$ cat src/design/assert_macros.svh
// ----------------------------------------------------------------------------
// assert_macros.svh
// concurrent assertion helpers, empty when SYNTH is defined
// ----------------------------------------------------------------------------
`ifndef ASSERT_MACROS_SVH
`define ASSERT_MACROS_SVH

`ifndef SYNTH
// condition holds at every edge out of reset
`define PRR_ASSERT_ALWAYS(lbl, clk, rstn, cond) \
    lbl: assert property (@(posedge clk) disable iff (!rstn) (cond)) \
        else $error("assertion failed: invariant");
// same-cycle implication
`define PRR_ASSERT_IMPLY(lbl, clk, rstn, ante, cons) \
    lbl: assert property (@(posedge clk) disable iff (!rstn) (ante) |-> (cons)) \
        else $error("assertion failed: implication");
// next-cycle implication
`define PRR_ASSERT_NEXT(lbl, clk, rstn, ante, cons) \
    lbl: assert property (@(posedge clk) disable iff (!rstn) (ante) |=> (cons)) \
        else $error("assertion failed: next-cycle implication");
`else
`define PRR_ASSERT_ALWAYS(lbl, clk, rstn, cond)
`define PRR_ASSERT_IMPLY(lbl, clk, rstn, ante, cons)
`define PRR_ASSERT_NEXT(lbl, clk, rstn, ante, cons)
`endif

`endif

$ cat src/design/prr_pkg.sv
// ----------------------------------------------------------------------------
// prr_pkg
// types, constants and codes shared by the polyphase resampler
// ----------------------------------------------------------------------------
package prr_pkg;

    localparam int SAMPLE_WIDTH   = 16;
    localparam int COEF_WIDTH     = 16;
    localparam int COEF_IDX_W     = 14;
    localparam int FRAC_BITS      = 15;
    localparam int ROUND_BIAS     = 1 << (FRAC_BITS - 1);

    localparam int UP_W           = 9;
    localparam int DOWN_W         = 11;
    localparam int TAPS_W         = 15;
    localparam int MAX_UP         = 256;
    localparam int MAX_DOWN       = 1024;
    localparam int MAX_OUT        = 64;
    localparam int CNT_W          = 7;
    localparam int OFS_W          = 10;
    localparam int POS_W          = 11;
    localparam int BIT_W          = 4;

    localparam int COEF_DEPTH_DEF = 16384;
    localparam int HIST_DEPTH_DEF = 256;

    localparam int CFG_IDX_W      = 2;
    localparam int CFG_DATA_W     = 15;
    localparam logic [CFG_IDX_W-1:0] CFG_UP_FACTOR   = 2'd0;
    localparam logic [CFG_IDX_W-1:0] CFG_DOWN_FACTOR = 2'd1;
    localparam logic [CFG_IDX_W-1:0] CFG_NUM_TAPS    = 2'd2;

    localparam logic REQ_SAMPLE = 1'b0;
    localparam logic REQ_COEF   = 1'b1;

    typedef struct packed {
        logic                           req_type;
        logic signed [SAMPLE_WIDTH-1:0] sample_in;
        logic [COEF_IDX_W-1:0]          coef_index;
        logic signed [COEF_WIDTH-1:0]   coef_value;
    } in_item_t;

    typedef struct packed {
        logic signed [SAMPLE_WIDTH-1:0] sample_out;
        logic                           last_of_run;
        logic                           saturated;
    } out_item_t;

    typedef enum logic [2:0] {
        ALU_NOP,
        ALU_CLR,
        ALU_MAC,
        ALU_SCALE,
        ALU_ROUND
    } alu_op_t;

    typedef struct packed {
        alu_op_t op;
        logic    mul_en;
        logic    scale_bit;
    } mac_ctl_t;

    typedef enum logic [2:0] {
        ST_IDLE,
        ST_CHECK,
        ST_MAC,
        ST_DRAIN,
        ST_SCALE,
        ST_ROUND,
        ST_EMIT
    } state_t;

endpackage

$ cat src/design/prr_hist_ring.sv
// ----------------------------------------------------------------------------
// prr_hist_ring
// sample history ring with write pointer and fill count
// ----------------------------------------------------------------------------
module prr_hist_ring #(
    parameter int HIST_DEPTH = prr_pkg::HIST_DEPTH_DEF
) (
    input  logic                                    clk,
    input  logic                                    rst_n,
    input  logic                                    wr_en,
    input  logic signed [prr_pkg::SAMPLE_WIDTH-1:0] wr_data,
    input  logic [$clog2(HIST_DEPTH)-1:0]           rd_addr,
    output logic signed [prr_pkg::SAMPLE_WIDTH-1:0] rd_data,
    output logic [$clog2(HIST_DEPTH)-1:0]           wr_ptr,
    output logic [$clog2(HIST_DEPTH+1)-1:0]         fill
);

    localparam int HW = $clog2(HIST_DEPTH);
    localparam int KW = $clog2(HIST_DEPTH + 1);

    logic signed [prr_pkg::SAMPLE_WIDTH-1:0] mem [HIST_DEPTH];
    logic [HW-1:0] ptr_reg, ptr_next;
    logic [KW-1:0] fill_reg, fill_next;

    // entries at or beyond the fill count were never written; reads of them are not zeroed
    always_comb
    begin
        ptr_next  = ptr_reg;
        fill_next = fill_reg;
        if (wr_en)
        begin
            ptr_next = (ptr_reg == HW'(HIST_DEPTH - 1)) ? '0 : ptr_reg + 1'b1;
            if (fill_reg != KW'(HIST_DEPTH))
            begin
                fill_next = fill_reg + 1'b1;
            end
        end
    end

    always_ff @(posedge clk or negedge rst_n)
    begin
        if (!rst_n)
        begin
            ptr_reg  <= '0;
            fill_reg <= '0;
        end
        else
        begin
            ptr_reg  <= ptr_next;
            fill_reg <= fill_next;
        end
    end

    always_ff @(posedge clk)
    begin
        if (wr_en)
        begin
            mem[ptr_reg] <= wr_data;
        end
        rd_data <= mem[rd_addr];
    end

    assign wr_ptr = ptr_reg;
    assign fill   = fill_reg;

endmodule

$ cat config.mk
export PLATFORM = sky130hd
export DESIGN_NAME = prr_hist_ring
export DESIGN_NICKNAME = d
export VERILOG_FILES = /design/src/design/assert_macros.svh /design/src/design/prr_pkg.sv /design/src/design/prr_hist_ring.sv
export SDC_FILE = /design/constraint.sdc
export NUM_CORES = 2
export LEC_CHECK = 0
export ABC_AREA = 1
export BUFFER_PORTS_ARGS = -buffer_cell sky130_fd_sc_hd__buf_2
export CORE_MARGIN = 4
export CORE_UTILIZATION = 53
export DETAILED_ROUTE_END_ITERATION = 16
export GPL_TIMING_DRIVEN = 1
export PLACE_DENSITY = 0.68
export REMOVE_ABC_BUFFERS = 1
export SETUP_SLACK_MARGIN = 0.15
export SYNTH_ARGS = -nofsm -noshare
export SYNTH_HDL_FRONTEND = slang
export SYNTH_SLANG_ARGS = --single-unit
$ cat constraint.sdc
create_clock -name clk -period 3.4 [get_ports clk]
set_input_delay 0.85 -clock clk [delete_from_list [all_inputs] [get_ports clk]]
set_output_delay 0.85 -clock clk [all_outputs]
set_load 0.02 [all_outputs]
; ---- After elaboration in Yosys (flattened, before gate mapping)
; Memories as Yosys holds them, arrays and structs flattened. A register that Yosys moved wholly into a read port is not among the register bits.
; Cells that the tools add are included.
[word_totals]
input_bits = 27
elab_cells = 11
mem_bits_rw = 4096
register_bits = 17
output_inout_bits = 33
n_memories = 1
latchBits = 0
romBits = 0
[op_classes]
n_mux = 3
n_lt_le_gt_ge = 0
n_addsub = 2
n_bitwise = 0
reduce_logical = 1
eq_ne = 2
n_shift = 0
n_mul = 0
div = 0
[mem_list]
columns = name, depth, width, read_ports, rd_clocked_by_memory_dff, write_ports, line
row1 = mem, 256, 16, 1, 1, 1, prr_hist_ring.sv:21  ; logic signed [prr_pkg::SAMPLE_WIDTH-1:0] mem [HIST_DEPTH];
[ops]
columns = operator, n
row1 = adder 9 x 1 -> 9 bit (second input constant), 1
row2 = != test 9 bit (second input constant), 1
row3 = adder 8 x 1 -> 8 bit (second input constant), 1
row4 = == test 8 bit (second input constant), 1
row5 = two-way mux 8 bit, 1
row6 = two-way mux 1 bit, 2
row7 = AND reduction 2 bit, 1

; ---- Depth between registers and ports, before layout
[logic_depth]
depth_word = 2
mapped_depth = 15
mapped_depth_nobuf = 11

; ---- Worst setup path before layout
; Ideal clock, no wire load.
[synth_timing]
kind = input-to-reg
startpoint = input port wr_en
endpoint = memory mem[63][0] (netlist bit), enable pin
cell_stages = 5
setup_ps = 409
t_arrival_ps = 2636
path_buffers = 1
setup_slack_ps = 355
cell_sequence = clkbuf_1 -> nand2_1 -> nor2_1 -> nand2_1 -> nor3_1
[synth_between]
elab_chain_cells = 2
[synth_lines]
columns = element, line
row1 = from (decl), prr_hist_ring.sv:10  ; input logic wr_en,
row2 = two-way mux 1 bit, prr_hist_ring.sv:56  ; if (wr_en)
row3 = two-way mux 1 bit (not written as such), prr_hist_ring.sv:58  ; mem[ptr_reg] <= wr_data;
row4 = to (decl), prr_hist_ring.sv:21
; Every way passes these cells.

==> metrics.csv <==
stage,metric,value,unit
placed_design,pre-CTS WS,-0.387,ns
detailed_routing,1st-pass router iterations,9,
sta,final setup violation count,0,
global_routing,met1 Usage GRT,0.415,
pwr,P_sw,26.8,mW
sta,Final Skew,0.0665,ns
floorplan,CORE AREA,312000,sq um
clocking,# hold bufs at CTS,1,
clocking,H-tree levels,5,
layout,Syn-to-layout area delta,14.3,%
layout,final net count,14200,
synthesis,most area-consuming cells after synthesis,"edfxtp_1, nand3_1, nand2_1",
clocking,clock sink count,4129,
pwr,Worst VDD drop,0.487,mV
sta,Fmax,340,MHz
synthesis,number of flops mapped to enable cells by yosys,4096,
synthesis,"area leader, netlist",edfxtp_1,
synthesis,Synth Instances,13700,
pwr,PD cells,583,nW/um^2
detailed_routing,residual DRC count,0,
global_routing,grt met3 use,0.0565,
floorplan,Cell Rows,205,
layout,layout cell share with drive strength beyond 1,0.112,
detailed_routing,Final ANT Viol Nets,0,
detailed_routing,via count,113000,
global_routing,met2 GRT Util,0.450,
clocking,Post CTS Setup Buffer Count,0,
floorplan,initial core utilization,0.533,
pwr,leak pwr,67.7,nW
synthesis,share of the synthesized area in the top cell type,0.739,
run_status,status,"complete, no violations",
global_routing,overall routing resource usage,0.294,
global_routing,vias in the first global route,105000,
detailed_routing,initial drt markers,15800,
clocking,Clock transition at path regs,0.06,ns
synthesis,commonest cells in the netlist,"nand2_1, edfxtp_1, nand3_1",
synthesis,sequential area share after synthesis,0.743,
layout,post-route cell area,190000,sq um
detailed_routing,via-per-instance ratio,6.02,
floorplan,Boundary Pins,60,
clocking,number of gates resized after CTS,0,
sta,unrepaired setup endpoints after global routing,false,
global_routing,first-pass GRT wire length,710,mm
sta,slew margin rel.,0.313,
placed_design,PortBufs,59,
synthesis,"FFs w/ async S/R, synth",0.00412,
floorplan,Die H,568,um
global_routing,GRT overflow,0,
placed_design,RD Place Congestion,0.894,
sta,Final period util,0.866,
clocking,CTS tree,built,
critical_path,Worst setup EP type,register,
placed_design,post-DP HPWL,294,mm
floorplan,Die ar.,323000,sq um
critical_path,Startpoint Class,input pin,
worst_hold_path,Hold WC Path Type,input pin to register,
clocking,root buffer cell,clkbuf_16,
global_routing,busiest grt layer,met2,
layout,max reg flops,4096,
critical_path,critical path peak fanout,56,
sta,minimum clock period,2.94,ns
synthesis,Unique masters post-synth,28,
pwr,Reg power frac,0.514,
synthesis,synthesis-stage register bit count,4129,
pwr,Switching Fraction,0.241,
pwr,Power Total,111,mW
sta,final worst-path setup slack,0.456,ns
clocking,Clock Path Buffers,4,
synthesis,most common cell in the netlist,nand2_1,
sta,Fin. Hold Viols,0,
sta,Tightest Pin Transition,1.03,ns
global_routing,largest net degree at the start of global routing,113,
detailed_routing,WL final,486,mm
placed_design,Post-DP Area,177000,sq um
critical_path,crit path kind,input pin to register,
sta,Pins Over Slew Limit,0,
clocking,Num CTS Buffers,412,
synthesis,Synth Flop Type,edfxtp_1,
synthesis,mapped cell area,167000,sq um
synthesis,synthesized area per cell,12.2,sq um
clocking,Skew-Pair Late Insertion Delay,0.99,ns
detailed_routing,post-detailed-route wirelength per cell,26.0,um
flow_run,maxcap violations,0,
pwr,clock power share,0.403,
synthesis,Yosys Warn Count,0,
global_routing,antenna violations before repair,16,
floorplan,Die W,568,um
pwr,internal power component,84.2,mW
critical_path,"Req. time, crit path",4.23,ns
critical_path,CP arrival,3.77,ns
pwr,share of power burned in combinational logic,0.084,
==> cell usage in the layout, fill, tap and decap left out, types with 4 or more instances in the layout <==
cell type / Yosys / final
nand2_1: 4220 / 4205
edfxtp_1: 4096 / 4096
nand3_1: 4040 / 4040
buf_4: 173 / 758
clkbuf_16: 0 / 414
nor2_1: 285 / 273
buf_12: 1 / 199
clkinv_1: 1 / 114
clkbuf_1: 131 / 86
clkinv_2: 0 / 74
inv_1: 49 / 46
buf_2: 465 / 37
bufinv_16: 0 / 31
diode_2: 0 / 21
buf_8: 0 / 19
clkinv_16: 0 / 18
dfrtp_1: 17 / 17
dfxtp_1: 16 / 16
nand2_2: 0 / 15
clkbuf_8: 0 / 14
nor2_2: 0 / 12
xor2_1: 9 / 9
clkinvlp_4: 0 / 9
ha_1: 6 / 6
inv_16: 0 / 5
inv_6: 0 / 4
==> power groups by stage <==
stage | clock network (mW) | logic (mW) | registers, mW
global placement | 0 | 9.00 | 58.1
finish | 44.7 | 9.28 | 57.0
global route | 47.2 | 9.79 | 57.0
floorplan | 0 | 4.04 | 58.0
detailed placement | 0 | 9.09 | 58.1
CTS | 45.0 | 9.12 | 57.0
==> kinds of logic after synthesis <==
| group | share of synthesized area |
|---|---|
| compound gates | 0.000353 |
| xor+xnor | 0.000579 |
| fa+ha+maj | 0.000451 |
| buf+inv | 0.0320 |
| flops | 0.743 |
| mux | 0.000135 |
| simple gates | 0.223 |
==> final timing paths <==
kind,from,cells after the start,slack [ns],end
worst max-delay path,rd_addr[1],13,0.46,rd_data[7]
worst min-delay path,wr_data[3],1,0.21,mem[96][3]
worst max register to register,wr_ptr[2],8,0.53,mem[100][6]
worst min register to register,fill[2],1,0.49,fill[2]
max in group asynchronous,rst_n,2,2.56,wr_ptr[0]
min in group asynchronous,rst_n,2,0.40,fill[6]
==> through the flow <==
| step | hold slack (ns) | cells | setup TNS (ns) | utilization |
|---|---|---|---|---|
| 5_1_grt | 0.205 | 18700 | 0 | 0.609 |
| 2_1_floorplan | 0.554 | 12800 | -124.41 | - |
| 3_3_place_gp | 0.495 | 17900 | -0.837 | 0.566 |
| 4_1_cts | 0.153 | 18700 | 0 | 0.609 |
| 6_report | 0.205 | 18700 | 0 | 0.609 |
| 3_5_place_dp | 0.485 | 17900 | -0.921 | 0.566 |
==> layout make-up <==
type | instances | area [sq um]
antenna | 21 | 52.6
clock buffer | 514 | 10900
clock inverter | 255 | 2480
fill | 23500 | 122000
inverter | 54 | 255
multi-input combinational | 8580 | 37500
sequential | 4129 | 124000
tap | 4140 | 5180
timing repair buffer | 1015 | 10200
==> worst max-delay path: stages <==
cell,delay [ns]
buf_8,0.15
inv_16,0.18
buf_12,0.31
buf_4,0.25
nand3_1,0.09
nand3_1,0.11
nand3_1,0.09
nand3_1,0.21
nand3_1,0.34
nand3_1,0.43
nand2_1,0.13
nand2_1,0.39
nand2_1,0.12
==> routing by layer <==
layer | vias up | part of all wire
met4 | 22 | 0.050
met3 | 1061 | 0.11
met5 | - | 0.00031
li1 | 49900 | -
met2 | 6848 | 0.46
met1 | 54800 | 0.38
(Power assumes the default switching activity.)
