### src/design/assert_macros.svh
// ----------------------------------------------------------------------------
// assert_macros.svh
// concurrent assertion helpers, empty when SYNTH is defined
// ----------------------------------------------------------------------------
`ifndef ASSERT_MACROS_SVH
`define ASSERT_MACROS_SVH

`ifndef SYNTH
// condition holds at every edge out of reset
`define PRR_ASSERT_ALWAYS(lbl, clk, rstn, cond) \
    lbl: assert property (@(posedge clk) disable iff (!rstn) (cond)) \
        else $error("assertion failed: invariant");
// same-cycle implication
`define PRR_ASSERT_IMPLY(lbl, clk, rstn, ante, cons) \
    lbl: assert property (@(posedge clk) disable iff (!rstn) (ante) |-> (cons)) \
        else $error("assertion failed: implication");
// next-cycle implication
`define PRR_ASSERT_NEXT(lbl, clk, rstn, ante, cons) \
    lbl: assert property (@(posedge clk) disable iff (!rstn) (ante) |=> (cons)) \
        else $error("assertion failed: next-cycle implication");
`else
`define PRR_ASSERT_ALWAYS(lbl, clk, rstn, cond)
`define PRR_ASSERT_IMPLY(lbl, clk, rstn, ante, cons)
`define PRR_ASSERT_NEXT(lbl, clk, rstn, ante, cons)
`endif

`endif

### src/design/prr_pkg.sv
// ----------------------------------------------------------------------------
// prr_pkg
// types, constants and codes shared by the polyphase resampler
// ----------------------------------------------------------------------------
package prr_pkg;

    localparam int SAMPLE_WIDTH   = 16;
    localparam int COEF_WIDTH     = 16;
    localparam int COEF_IDX_W     = 14;
    localparam int FRAC_BITS      = 15;
    localparam int ROUND_BIAS     = 1 << (FRAC_BITS - 1);

    localparam int UP_W           = 9;
    localparam int DOWN_W         = 11;
    localparam int TAPS_W         = 15;
    localparam int MAX_UP         = 256;
    localparam int MAX_DOWN       = 1024;
    localparam int MAX_OUT        = 64;
    localparam int CNT_W          = 7;
    localparam int OFS_W          = 10;
    localparam int POS_W          = 11;
    localparam int BIT_W          = 4;

    localparam int COEF_DEPTH_DEF = 16384;
    localparam int HIST_DEPTH_DEF = 256;

    localparam int CFG_IDX_W      = 2;
    localparam int CFG_DATA_W     = 15;
    localparam logic [CFG_IDX_W-1:0] CFG_UP_FACTOR   = 2'd0;
    localparam logic [CFG_IDX_W-1:0] CFG_DOWN_FACTOR = 2'd1;
    localparam logic [CFG_IDX_W-1:0] CFG_NUM_TAPS    = 2'd2;

    localparam logic REQ_SAMPLE = 1'b0;
    localparam logic REQ_COEF   = 1'b1;

    typedef struct packed {
        logic                           req_type;
        logic signed [SAMPLE_WIDTH-1:0] sample_in;
        logic [COEF_IDX_W-1:0]          coef_index;
        logic signed [COEF_WIDTH-1:0]   coef_value;
    } in_item_t;

    typedef struct packed {
        logic signed [SAMPLE_WIDTH-1:0] sample_out;
        logic                           last_of_run;
        logic                           saturated;
    } out_item_t;

    typedef enum logic [2:0] {
        ALU_NOP,
        ALU_CLR,
        ALU_MAC,
        ALU_SCALE,
        ALU_ROUND
    } alu_op_t;

    typedef struct packed {
        alu_op_t op;
        logic    mul_en;
        logic    scale_bit;
    } mac_ctl_t;

    typedef enum logic [2:0] {
        ST_IDLE,
        ST_CHECK,
        ST_MAC,
        ST_DRAIN,
        ST_SCALE,
        ST_ROUND,
        ST_EMIT
    } state_t;

endpackage

### src/design/prr_mac_unit.sv
// ----------------------------------------------------------------------------
// prr_mac_unit
// registered multiplier plus one shared adder for accumulate, gain and rounding
// ----------------------------------------------------------------------------
module prr_mac_unit #(
    parameter int HIST_DEPTH = prr_pkg::HIST_DEPTH_DEF
) (
    input  logic                                    clk,
    input  prr_pkg::mac_ctl_t                       ctl,
    input  logic signed [prr_pkg::COEF_WIDTH-1:0]   coef,
    input  logic signed [prr_pkg::SAMPLE_WIDTH-1:0] sample,
    output logic signed [2*prr_pkg::SAMPLE_WIDTH + $clog2(HIST_DEPTH+1)
                         + prr_pkg::UP_W - 1:0]     result
);

    localparam int PW = prr_pkg::COEF_WIDTH + prr_pkg::SAMPLE_WIDTH;
    localparam int AW = 2 * prr_pkg::SAMPLE_WIDTH + $clog2(HIST_DEPTH + 1);
    localparam int RW = AW + prr_pkg::UP_W;

    logic signed [PW-1:0] prod_reg;
    logic signed [AW-1:0] acc_reg, acc_next;
    logic signed [RW-1:0] r_reg, r_next;
    logic signed [RW-1:0] op_a, op_b, sum;

    // one adder serves all three uses
    always_comb
    begin
        op_a     = '0;
        op_b     = '0;
        acc_next = acc_reg;
        r_next   = r_reg;
        case (ctl.op)
            prr_pkg::ALU_CLR:
            begin
                acc_next = '0;
                r_next   = '0;
            end
            prr_pkg::ALU_MAC:
            begin
                op_a = {{(RW-AW){acc_reg[AW-1]}}, acc_reg};
                op_b = {{(RW-PW){prod_reg[PW-1]}}, prod_reg};
            end
            prr_pkg::ALU_SCALE:
            begin
                // msb-first shift-and-add multiply by the gain
                op_a = {r_reg[RW-2:0], 1'b0};
                if (ctl.scale_bit)
                begin
                    op_b = {{(RW-AW){acc_reg[AW-1]}}, acc_reg};
                end
            end
            prr_pkg::ALU_ROUND:
            begin
                op_a = r_reg;
                op_b = RW'(prr_pkg::ROUND_BIAS);
            end
            default:
            begin
                op_a = '0;
            end
        endcase
        sum = op_a + op_b;
        case (ctl.op)
            prr_pkg::ALU_MAC:   acc_next = sum[AW-1:0];
            prr_pkg::ALU_SCALE: r_next   = sum;
            prr_pkg::ALU_ROUND: r_next   = sum;
            default:            r_next   = r_next;
        endcase
    end

    always_ff @(posedge clk)
    begin
        if (ctl.mul_en)
        begin
            prod_reg <= coef * sample;
        end
        acc_reg <= acc_next;
        r_reg   <= r_next;
    end

    assign result = r_reg;

endmodule
### config.mk
export PLATFORM = sky130hd
export DESIGN_NAME = prr_mac_unit
export DESIGN_NICKNAME = d
export VERILOG_FILES = /design/src/design/assert_macros.svh /design/src/design/prr_pkg.sv /design/src/design/prr_mac_unit.sv
export SDC_FILE = /design/constraint.sdc
export NUM_CORES = 1
export LEC_CHECK = 0
export BUFFER_PORTS_ARGS = -buffer_cell sky130_fd_sc_hd__buf_2
export CORE_MARGIN = 2
export CORE_UTILIZATION = 30
export CTS_CLUSTER_SIZE = 12
export DETAILED_ROUTE_END_ITERATION = 10
export GPL_TIMING_DRIVEN = 0
export PLACE_DENSITY = 0.43
export SLEW_MARGIN = 20
export SYNTH_ARGS = -nofsm -noshare
export SYNTH_HDL_FRONTEND = slang
export SYNTH_SLANG_ARGS = --single-unit
### constraint.sdc
create_clock -name clk -period 12.1 [get_ports clk]
set_input_delay 1.21 -clock clk [delete_from_list [all_inputs] [get_ports clk]]
set_output_delay 1.21 -clock clk [all_outputs]
set_load 0.05 [all_outputs]
; ---- After elaboration in Yosys (flattened, before gate mapping)
; Index checks and enable logic that the tools add are counted.
[word_totals]
ff_bits = 123
in_bits = 38
out_inout_bits = 50
word_cells = 19
[classes]
add_sub_neg = 1
n_mul = 1
n_eq_ne = 4
muxes = 7
n_reduce_logical = 3
[op_table]
columns = operator, n
row1 = 50-bit one-hot mux with 3 select lines, 2
row2 = 50-bit two-way mux, 3
row3 = 41-bit two-way mux, 2
row4 = 50-bit adder, 1
row5 = 16-bit by 16-bit multiplier with 32-bit output, 1
row6 = "3-bit by 2-bit equality test with 1-bit output, second input constant", 2
row7 = 2-bit nonzero test, 2
row8 = "3-bit by 1-bit equality test with 1-bit output, second input constant", 1
row9 = "3-bit equality test, second input constant", 1
row10 = 2-bit OR reduction, 1

; ---- Longest topological paths before layout
; Gate-level depths: netlist of the first run.
[depth]
ltp_word = 4
mapped_depth = 25
depth_no_buf = 24

; ---- Worst setup path after synthesis of the first run
; No wires, ideal clock.
[synth_timing]
kind = input port to flip-flop
startpoint = input port coef[10] in the netlist's numbering
endpoint = register prod_reg[30], data pin
setup_ns = 0.266
arrival_time_ns = 6.761
t_required_ns = 11.834
slack_ns = 5.073
stages = 21
path_buffers = 1
cell_sequence = clkbuf_1 -> nand2_1 -> fa_1 -> fa_1 -> fa_1 -> fa_1 -> inv_1 -> fa_1 -> inv_1 -> fa_1 -> inv_1 -> ha_1 -> inv_1 -> a2111oi_0 -> o21ai_0 -> nand4_1 -> a41o_1 -> nor4_1 -> o31ai_1 -> o41ai_1 -> xnor2_1
[synth_via]
elab_chain_len = 1
[synth_lines]
columns = item, line_no
row1 = "start, declared", prr_mac_unit.sv:10  ; input logic signed [prr_pkg::COEF_WIDTH-1:0] coef,
row2 = 16-bit by 16-bit multiplier with 32-bit output, prr_mac_unit.sv:75  ; prod_reg <= coef * sample;
row3 = "end signal, assigned", prr_mac_unit.sv:75
row4 = "end, declared", prr_mac_unit.sv:20  ; logic signed [PW-1:0] prod_reg;
; No other way between the ends.
; A chain may end at the register's enable or synchronous reset.

; ---- Worst setup path after layout of the first run
[layout_timing]
startpoint = input port sample[5] in the netlist's numbering
endpoint = register prod_reg[30], data pin
[layout_via]
elab_chain_len = 1
[layout_lines]
columns = item, line_no
row1 = "start, declared", prr_mac_unit.sv:11  ; input logic signed [prr_pkg::SAMPLE_WIDTH-1:0] sample,
row2 = 16-bit by 16-bit multiplier with 32-bit output, prr_mac_unit.sv:75
; No other way between the ends.

==> impl_metrics.csv, run 1 <==
group,metric,value,unit
synth,ys_ff_latch,123,
pwr,p_total,6.22,mW
finish,stdcell_area,20200,um2
synth,synth_flop_cell,"edfxtp_1",
worst_setup_path,crit_path_end_kind,"flop",
worst_setup_path,worstSetupPathType,"input port to flop",
synth,ys_top_cells_by_count,"327 x inv_1, 263 x fa_1, 214 x nand2_1",
worst_setup_path,path_common_cell,"fa_1",
synth,async_flop_share,0,%
worst_setup_path,rrSetupSlack,7.99,ns
floorplan,ios,88,
synth,yosysWarnings,0,
timing,grt_setup_unrepaired,"false",
pwr,ir_drop,259,uV
worst_setup_path,startpoint_type,"input port",
worst_setup_path,worstRegToRegCells,14,
clocking,cts-root-buf,"clkbuf_16",
route,ant_nets,0,
floorplan,design.core.area,60100,um2
floorplan,initial_core_util,30.2,%
timing,clock_skew,0.0101,ns
worst_setup_path,cp_data_arrival_time,8.07,ns
timing,fin_tns_setup,0,ns
finish,fin_nets,2491,
route,viasPerCell,4.85,
worst_setup_path,crit_buf_inv,6,
route,wl_per_cell,19.1,um
worst_setup_path,rr_endpoint,"result[49]",
clocking,clk_latency,0.44,ns
route,routed_wl,54.5,mm
grt,grt_max_degree,33,
synth,avgSynthCellArea,9.31,um2
route,drc_errors,0,
timing,fmax,0.127,GHz
synth,syn_nets,2383,
worst_hold_path,holdPathEnd,"acc_reg[0]",
clocking,clkTransAtPathRegs,0.06,ns
worst_setup_path,cp_max_fo,10,
finish,final_core_util,33.7,%
place,io_buffer_count,86,
floorplan,die_area,62500,um2
finish,drive_above_1_share,6.85,%
synth,syn_area,18200,um2
clocking,cts.path.max_buffers,2,
place,dp_slack,3.74,ns
finish,multiInputGateArea,12900,um2
clocking,cts_buffers,17,
synth,synth_cell_types,69,
floorplan,chipHeight,250,um
route,vias,13835,
timing,fin_crit_sh,65.1,%
finish,nFillCells,6341,
pwr,powerDensity,307,nW/um2
finish,regArea,3690,um2
grt,gr-total-overflow,0,
timing,setup_ws,4.22,ns
place,gp_congestion,0.876,
synth,syn_inst,1951,
finish,largest_reg_flops,50,
worst_setup_path,slowest_stage,"a2111oi_0",
floorplan,placementRows,90,
worst_setup_path,worstSetupStartpoint,"sample[5]",
route,dr.pass1.iters,4,
run,drv_cap,0,
finish,area_growth,11.4,%
floorplan,die_w,250,um
clocking,cts-resized-gates,0,
timing,final.min_clock_period,7.88,ns
worst_hold_path,hold_path_depth,3,
place,place_area,19700,um2
synth,synth_edf_count,123,
place,dp_hpwl,45.1,mm
synth,yosysTopAreaCell,"fa_1",
grt,grt_pass1_wl,85.4,mm
timing,maxSlewHeadroom,21.9,%
worst_setup_path,critPathMaxStageDelay,0.74,ns
outcome,outcome,"finished clean",
clocking,cts.hold.buffers_added,0,
synth,synth_top_area_share,29.0,%
worst_setup_path,crit_chain,"buf_2 > clkbuf_1 > and2_1 > fa_1 > inv_1 > fa_1 > fa_1 > inv_1 > fa_1 > fa_1 > inv_1 > fa_1 > inv_1 > ha_1 > nand2_1 > a2111oi_0 > o21ai_0 > nand4_1 > a41o_1 > nor4_1 > o31ai_1 > o41ai_1 > xnor2_1",
worst_setup_path,cpLargestDelayFamily,"adder cells",
synth,synth_most_common_cell,"inv_1",
pwr,p_leak,9.42,nW
finish,num_antenna_cells,0,
clocking,htree_levels,4,
timing,tightest_slew,1.17,ns
finish,stdcell_count,2854,
route,drt_iter0_markers,590,
synth,synth_seq_area_share,20.3,%
clocking,cts_tree,"done",
grt,antenna_found_initial,0,
grt,grt_pass1_vias,14656,
worst_hold_path,hp-start,"acc_reg[0]",
place,placed_cells,2822,
clocking,cts_setup_buffers,0,
synth,synth_area_leaders,"fa_1 29%, edfxtp_1 20%, ha_1 9.0%, inv_1 6.8%, nand2_1 4.4%",
grt,track_usage,17.7,%
worst_setup_path,crit_required,12.28,ns
timing,setup_viol,0,
timing,final-hold-violation-count,0,
clocking,cts.sinks,123,
worst_hold_path,min_path_type,"flop to flop",
timing,holdWs,0.832,ns
timing,finalMaxSlewViolations,0,
worst_setup_path,rr_startpoint,"prod_reg[31]",
tightest hold or removal path, cell delays in order, from the launching register on:
cell	delay, ns
edfxtp_1	0.35
a22o_1	0.13
ha_1	0.13
and2_1	0.12
cell families (layout without fill, tap and decap cells):
family                   Yosys count  count (layout)  share of synthesized area (%)
AO/OA/AOI/OAI                    346             346                           12.5
XOR/XNOR                          78              78                           3.76
adder cells (fa/ha/maj)          394             394                           38.0
buffers and inverters            409             530                           8.49
flip-flops                       123             123                           20.3
multiplexers                      39              39                           2.15
AND/OR/NAND/NOR                  562             562                           14.8
layer usage:
layer	vias to the layer above	global-route usage [%]	share of wire (%)	routed length, um
li1	6555	-	-	-
met2	306	30.6	48	26100
met3	78	1.69	3.2	1770
met5	-	0	0	0
met4	0	5.82	2.7	1500
met1	6896	23.4	46	25200
how the worst max path moves through the flow:
stage / end / slack, ns / cells after the start
3_5_place_dp: prod_reg[30] / 3.74 / 23
6_report: prod_reg[30] / 4.22 / 23
3_3_place_gp: prod_reg[30] / 3.75 / 22
2_1_floorplan: prod_reg[30] / 5.07 / 21
4_1_cts: prod_reg[30] / 4.22 / 22
5_1_grt: prod_reg[30] / 3.73 / 22
power by group:
group	switching [mW]	total, mW	internal, mW
combinational	2.74	4.86	2.12
clock	0.199	0.501	0.302
sequential	0.0455	0.857	0.811
total	2.99	6.22	3.23
layout make-up:
cell class | instances | share of cell area [%]
buffer | 81 | 1.55
clock buffer | 17 | 2.10
clock inverter | 15 | 0.742
inverter | 328 | 6.08
multi-input combinational | 1419 | 63.9
sequential | 123 | 18.3
tap | 782 | 4.83
timing repair buffer | 89 | 2.50
placed cells by master (no fill, tap or decap), types with 3 or more instances in the layout:
cell | synthesis | routed
a211oi_1 | 7 | 7
a21o_1 | 62 | 61
a21oi_1 | 83 | 83
a22o_1 | 29 | 29
a31oi_1 | 7 | 7
and2_1 | 124 | 124
and3_1 | 12 | 12
buf_1 | 6 | 5
buf_2 | 4 | 91
clkbuf_1 | 70 | 69
clkbuf_16 | 0 | 17
clkinv_2 | 0 | 5
clkinvlp_4 | 0 | 4
edfxtp_1 | 123 | 123
fa_1 | 263 | 263
ha_1 | 131 | 131
inv_1 | 327 | 327
mux2i_1 | 39 | 39
nand2_1 | 214 | 214
nand2b_1 | 12 | 12
nand3_1 | 16 | 16
nand3b_1 | 4 | 4
nand4_1 | 12 | 12
nor2_1 | 117 | 116
nor2b_1 | 11 | 11
nor3_1 | 14 | 14
nor3b_1 | 9 | 9
o211ai_1 | 5 | 5
o21a_1 | 10 | 10
o21ai_0 | 90 | 90
o21bai_1 | 16 | 16
o311ai_0 | 4 | 4
o31ai_1 | 6 | 6
or2_2 | 3 | 3
or3_1 | 5 | 5
xnor2_1 | 55 | 55
xor2_1 | 23 | 23
No activity file was read; power rests on OpenSTA's default activity.
==> inputs of run 2 (changes only) <==
--- a/config.mk
+++ b/config.mk
@@ -5,6 +5,7 @@
 export SDC_FILE = /design/constraint.sdc
 export NUM_CORES = 1
 export LEC_CHECK = 0
+export ABC_AREA = 1
 export BUFFER_PORTS_ARGS = -buffer_cell sky130_fd_sc_hd__buf_2
 export CORE_MARGIN = 2
 export CORE_UTILIZATION = 30
==> constraint.sdc (replaced) <==
create_clock -name clk -period 7.8 [get_ports clk]
set_input_delay 0.78 -clock clk [delete_from_list [all_inputs] [get_ports clk]]
set_output_delay 0.78 -clock clk [all_outputs]
set_load 0.05 [all_outputs]
==> run 2 against run 1 <==
Against the previous run:
- synthesized cell count increased by 39%
- clock-buffer cell count is 1 higher
- sequential share of layout area shrank 1.6 points
- die area increased by 11%
- setup slack got worse by 3.4 ns
- register-to-register slack got worse by 3.5 ns
- global-route usage up 3.4 points
- sequential cell count unchanged
- critical path depth is 3 lower
- largest cell class unchanged
- highest routed layer unchanged
==> impl_metrics.csv, run 2 <==
group,metric,value,unit
timing,setup_ws,0.811,ns
synth,async_flop_share,0,%
synth,syn_area,20200,um2
route,dr.pass1.iters,8,
worst_setup_path,worstSetupPathType,"input port to flop",
timing,grt_setup_unrepaired,"false",
clocking,cts-resized-gates,0,
grt,grt_max_degree,42,
timing,final.min_clock_period,6.99,ns
timing,fin_crit_sh,89.6,%
synth,avgSynthCellArea,7.42,um2
route,ant_nets,0,
worst_hold_path,min_path_type,"flop to flop",
clocking,cts_buffers,17,
synth,synth_area_leaders,"fa_1 26%, edfxtp_1 18%, nand2_1 14%, inv_1 13%, ha_1 8.1%",
place,dp_slack,0.291,ns
finish,fin_nets,3234,
floorplan,chipHeight,263,um
synth,yosysTopAreaCell,"fa_1",
finish,largest_reg_flops,50,
timing,fmax,0.143,GHz
finish,layout_commonest_cell,"nand2_1",
timing,setup_viol,0,
place,gp_congestion,0.937,
floorplan,die_w,263,um
finish,final_cell_mix,"761 x nand2_1, 689 x inv_1, 263 x fa_1",
place,dp_hpwl,61.0,mm
floorplan,ios,88,
worst_setup_path,cp_max_fo,10,
synth,syn_inst,2718,
synth,synth_most_common_cell,"nand2_1",
clocking,htree_levels,4,
timing,tightest_slew,1.13,ns
synth,synth_seq_area_share,18.3,%
route,vias,17447,
grt,grt_pass1_wl,110,mm
floorplan,design.core.area,66800,um2
clocking,clkTransAtPathRegs,0.06,ns
route,viasPerCell,4.73,
synth,synth_cell_types,44,
floorplan,placementRows,95,
finish,drive_above_1_share,5.61,%
synth,synth_edf_count,123,
finish,num_antenna_cells,0,
place,io_buffer_count,64,
pwr,p_leak,11.6,nW
floorplan,initial_core_util,30.2,%
clocking,cts_setup_buffers,0,
worst_setup_path,crit_required,8.00,ns
timing,maxSlewHeadroom,24.7,%
synth,yosysWarnings,0,
finish,regArea,3690,um2
timing,finalMaxSlewViolations,0,
timing,final-hold-violation-count,0,
synth,ys_top_cells_by_count,"763 x nand2_1, 689 x inv_1, 263 x fa_1",
timing,fin_tns_setup,0,ns
grt,antenna_found_initial,1,
clocking,cts-root-buf,"clkbuf_16",
finish,area_growth,10.3,%
clocking,clk_latency,0.46,ns
finish,final_core_util,33.3,%
clocking,cts.sinks,123,
floorplan,die_area,69300,um2
clocking,cts.path.max_buffers,2,
route,drc_errors,0,
synth,synth_flop_cell,"edfxtp_1",
synth,syn_nets,3150,
finish,multiInputGateArea,13500,um2
route,wl_per_cell,19.6,um
grt,grt_pass1_vias,18545,
finish,nFillCells,7355,
synth,synth_top_area_share,26.1,%
synth,ys_ff_latch,123,
pwr,ir_drop,436,uV
outcome,outcome,"finished clean",
timing,clock_skew,0.0176,ns
worst_setup_path,crit_path_end_kind,"flop",
route,drt_iter0_markers,1137,
clocking,cts.hold.buffers_added,0,
route,routed_wl,72.2,mm
grt,gr-total-overflow,0,
clocking,cts_tree,"done",
pwr,powerDensity,500,nW/um2
run,drv_cap,0,
worst_setup_path,cp_data_arrival_time,7.19,ns
pwr,p_total,11.1,mW
worst_setup_path,startpoint_type,"input port",
grt,track_usage,21.2,%
[run 2: cell count changes after synthesis, sizes merged, moves of 39 or more]
cell,previous run,this run
a21o,62,5
and2,124,3
inv,327,696
mux2i,39,0
nand2,215,775
nand3,16,91
nor2,117,215
o21ai,91,27
[run 2: metal layers]
metal / wire [um] / global-route usage [%]
met5: 0 / 0
met4: 2070 / 6.19
met3: 2620 / 2.14
met2: 36600 / 39.0
met1: 30900 / 26.0
[run 2: power by group]
group / internal (mW) / switching [mW]
Clock: 0.535 / 0.329
Sequential: 1.27 / 0.0820
Combinational: 3.16 / 5.75
[run 2: through the flow]
stage,cells,hold slack [ns],cell area (um2)
finish,3688,0.869,22200
global route,3688,0.952,22200
global placement,3655,0.851,21600
CTS,3688,0.868,22200
detailed placement,3656,0.827,21600
floorplan,2718,0.754,20200
[run 2: worst max-delay path, stage by stage]
cell and delay (ns):
clkbuf_1 0.37, clkbuf_1 0.59, nand2_1 0.10, inv_1 0.11, fa_1 0.45, fa_1 0.70
inv_1 0.21, fa_1 0.53, fa_1 0.57, fa_1 0.44, fa_1 0.50, inv_1 0.04
ha_1 0.35, nand2_1 0.15, nor2_1 0.17, inv_1 0.11, nor4_1 0.52, nand4_1 0.28
nand3_1 0.13, nand2_1 0.06
[run 2: logic make-up after synthesis]
| logic type | share of synthesized area [%] |
|---|---|
| xor gates and xnor gates | 2.87 |
| DFF | 18.3 |
| and+or+nand+nor | 23.1 |
| adders and majority gates | 34.2 |
| buffers and inverters | 14.7 |
| AOI/OAI and AO/OA | 6.85 |
[run 2: cell type report]
type | count | area share [%]
buffer | 89 | 1.53
clock inverter | 14 | 0.878
multi-input combinational | 1809 | 60.8
inverter | 697 | 11.8
clock buffer | 18 | 1.93
timing repair buffer | 65 | 1.53
sequential | 123 | 16.6
tap | 873 | 4.91
[run 2: path summary, 6_finish.rpt]
path | start | endpoint | slack (ns) | cells after the start
worst max-delay path | sample[6] | prod_reg[30] | 0.81 | 20
worst max register to register | prod_reg[0] | result[26] | 4.52 | 15
worst min-delay path | acc_reg[0] | result[0] | 0.87 | 5
worst min register to register | acc_reg[0] | result[0] | 0.87 | 5
==> inputs of run 3 (changes only) <==
--- a/config.mk
+++ b/config.mk
@@ -8,11 +8,12 @@
 export ABC_AREA = 1
 export BUFFER_PORTS_ARGS = -buffer_cell sky130_fd_sc_hd__buf_2
 export CORE_MARGIN = 2
-export CORE_UTILIZATION = 30
+export CORE_UTILIZATION = 50
 export CTS_CLUSTER_SIZE = 12
 export DETAILED_ROUTE_END_ITERATION = 10
 export GPL_TIMING_DRIVEN = 0
-export PLACE_DENSITY = 0.43
+export PLACE_DENSITY = 0.65
+export REMOVE_ABC_BUFFERS = 1
 export SLEW_MARGIN = 20
 export SYNTH_ARGS = -nofsm -noshare
 export SYNTH_HDL_FRONTEND = slang
==> run 3 against run 2 <==
Against the previous run:
- critical path depth fell by 1
- largest cell class unchanged
- final area shrank 2.9%
- clock-buffer cell count is the same
- via count down 2.9%
- sequential share of layout area up 0.49 points
- die area shrank 39%
- setup slack gained 0.43 ns
- worst hold slack got worse by 0.054 ns
- first-iteration DRC count increased by 0.26%
- highest routed layer unchanged
==> impl_metrics.csv, run 3 (synthesis results as in run 2) <==
group,metric,value,unit
outcome,outcome,"finished clean",
worst_setup_path,crit_path_end_kind,"flop",
floorplan,die_area,41900,um2
worst_setup_path,worst-path-stages,19,
clocking,cts_buffers,17,
place,dp_hpwl,46.3,mm
timing,tightest_slew,1.06,ns
worst_setup_path,crit_required,7.98,ns
clocking,cts.hold.buffers_added,0,
clocking,cts.sinks,123,
worst_setup_path,critPathCapture,"prod_reg[30]",
floorplan,ios,88,
timing,fmax,0.152,GHz
finish,final_cell_mix,"761 x nand2_1, 689 x inv_1, 263 x fa_1",
worst_setup_path,slowest_stage,"fa_1",
clocking,cts_tree,"done",
clocking,cts-root-buf,"clkbuf_16",
timing,final-hold-violation-count,0,
timing,maxSlewHeadroom,29.2,%
worst_hold_path,min_path_type,"flop to flop",
timing,grt_setup_unrepaired,"false",
route,vias,16938,
route,drc_errors,0,
timing,finalMaxSlewViolations,0,
finish,drive_above_1_share,6.57,%
timing,fin_tns_setup,0,ns
worst_setup_path,worstSetupStartpoint,"sample[1]",
finish,fin_nets,3173,
worst_setup_path,rr_startpoint,"result[0]",
clocking,cts_setup_buffers,0,
worst_setup_path,critPathMaxStageDelay,0.74,ns
clocking,clk_latency,0.44,ns
route,ant_nets,0,
finish,largest_reg_flops,50,
place,gp_congestion,0.946,
grt,grt_max_degree,64,
floorplan,placementRows,73,
timing,clock_skew,0.00898,ns
route,wl_per_cell,16.8,um
worst_setup_path,crit_buf_inv,5,
grt,gr-total-overflow,0,
finish,final_core_util,54.3,%
clocking,htree_levels,4,
grt,antenna_found_initial,0,
worst_setup_path,rrSetupSlack,4.55,ns
timing,fin_crit_sh,84.1,%
worst_setup_path,path_common_cell,"fa_1",
clocking,clkTransAtPathRegs,0.06,ns
clocking,cts.path.max_buffers,2,
grt,grt_pass1_wl,91.2,mm
run,drv_cap,0,
worst_setup_path,cp_data_arrival_time,6.74,ns
worst_setup_path,worstSetupPathType,"input port to flop",
finish,num_antenna_cells,0,
floorplan,die_w,205,um
route,dr.pass1.iters,5,
route,viasPerCell,5.17,
clocking,cts-resized-gates,0,
floorplan,design.core.area,39700,um2
floorplan,chipHeight,205,um
timing,setup_viol,0,
grt,grt_pass1_vias,17804,
place,io_buffer_count,87,
timing,final.min_clock_period,6.56,ns
worst_setup_path,cp_max_fo,16,
floorplan,initial_core_util,50.7,%
worst_setup_path,worstRegToRegCells,16,
worst_setup_path,crit_chain,"buf_2 > nand2_1 > inv_1 > fa_1 > fa_1 > inv_1 > fa_1 > fa_1 > fa_1 > fa_1 > inv_1 > ha_1 > nand2_1 > nor2_1 > inv_1 > nor4_1 > nand4_1 > nand3_1 > nand2_1",
finish,layout_commonest_cell,"nand2_1",
route,routed_wl,55.2,mm
finish,area_growth,7.10,%
grt,track_usage,27.8,%
worst_setup_path,cpLargestDelayFamily,"adder cells",
worst_setup_path,rr_endpoint,"acc_reg[26]",
finish,nFillCells,3996,
route,drt_iter0_markers,1140,
worst_setup_path,startpoint_type,"input port",
==> run 3: cell types whose count changed in the layout (fill, tap and decap cells not counted), moves of 2 or more <==
| cell | change |
|---|---|
| bufinv_16 | -2 |
| clkinv_4 | -2 |
| buf_2 | +21 |
| clkbuf_1 | -83 |
| nor3_2 | -2 |
| clkinvlp_4 | -2 |
| clkinv_2 | +3 |
| clkinv_1 | +3 |
| buf_8 | +4 |
| buf_1 | -3 |
| nor3_4 | +2 |
==> run 3: tightest hold or removal path, stage by stage, from the launching register on <==
cell	delay, ns
edfxtp_1	0.32
a32o_1	0.13
ha_1	0.11
inv_1	0.04
nor2_1	0.10
==> run 3: routing by layer <==
layer	wire (um)	vias up	GRT usage [%]
met5	0	-	0
met4	1430	0	8.72
met3	2390	86	2.78
met2	28100	446	50.4
met1	23400	8218	34.7
li1	-	8188	-
==> run 3: worst min path at each step <==
| stage | start | endpoint | slack [ns] | cells past startpoint |
|---|---|---|---|---|
| detailed placement | prod_reg[0] | result[0] | 0.80 | 4 |
| finish | prod_reg[0] | acc_reg[0] | 0.81 | 4 |
| CTS | prod_reg[0] | result[0] | 0.82 | 4 |
| floorplan | prod_reg[0] | acc_reg[0] | 0.75 | 4 |
| global route | prod_reg[0] | result[0] | 0.85 | 4 |
| global placement | prod_reg[0] | result[0] | 0.79 | 4 |
==> run 3: final cells by class <==
type	count	area (um2)	share of cell area, %
multi-input cells	1809	13500	62.7
flip-flops and latches	123	3690	17.1
inverters	697	2620	12.1
well taps	525	657	3.04
repair buffers	93	527	2.44
clock buffers	18	429	1.99
clock inverters	14	129	0.597
==> run 3: stage by stage <==
step | instances | cell area [um2] | hold slack, ns | setup slack (ns)
finish | 3279 | 21600 | 0.815 | 1.24
global route | 3279 | 21600 | 0.849 | 0.980
CTS | 3279 | 21600 | 0.818 | 1.26
detailed placement | 3247 | 21000 | 0.803 | 0.797
global placement | 3241 | 20900 | 0.786 | -0.656
floorplan | 2629 | 19800 | 0.754 | 2.04
Power of run 3 is not shown: default switching activity piles up to over one toggle a cycle in this logic, so the estimate is an artifact.
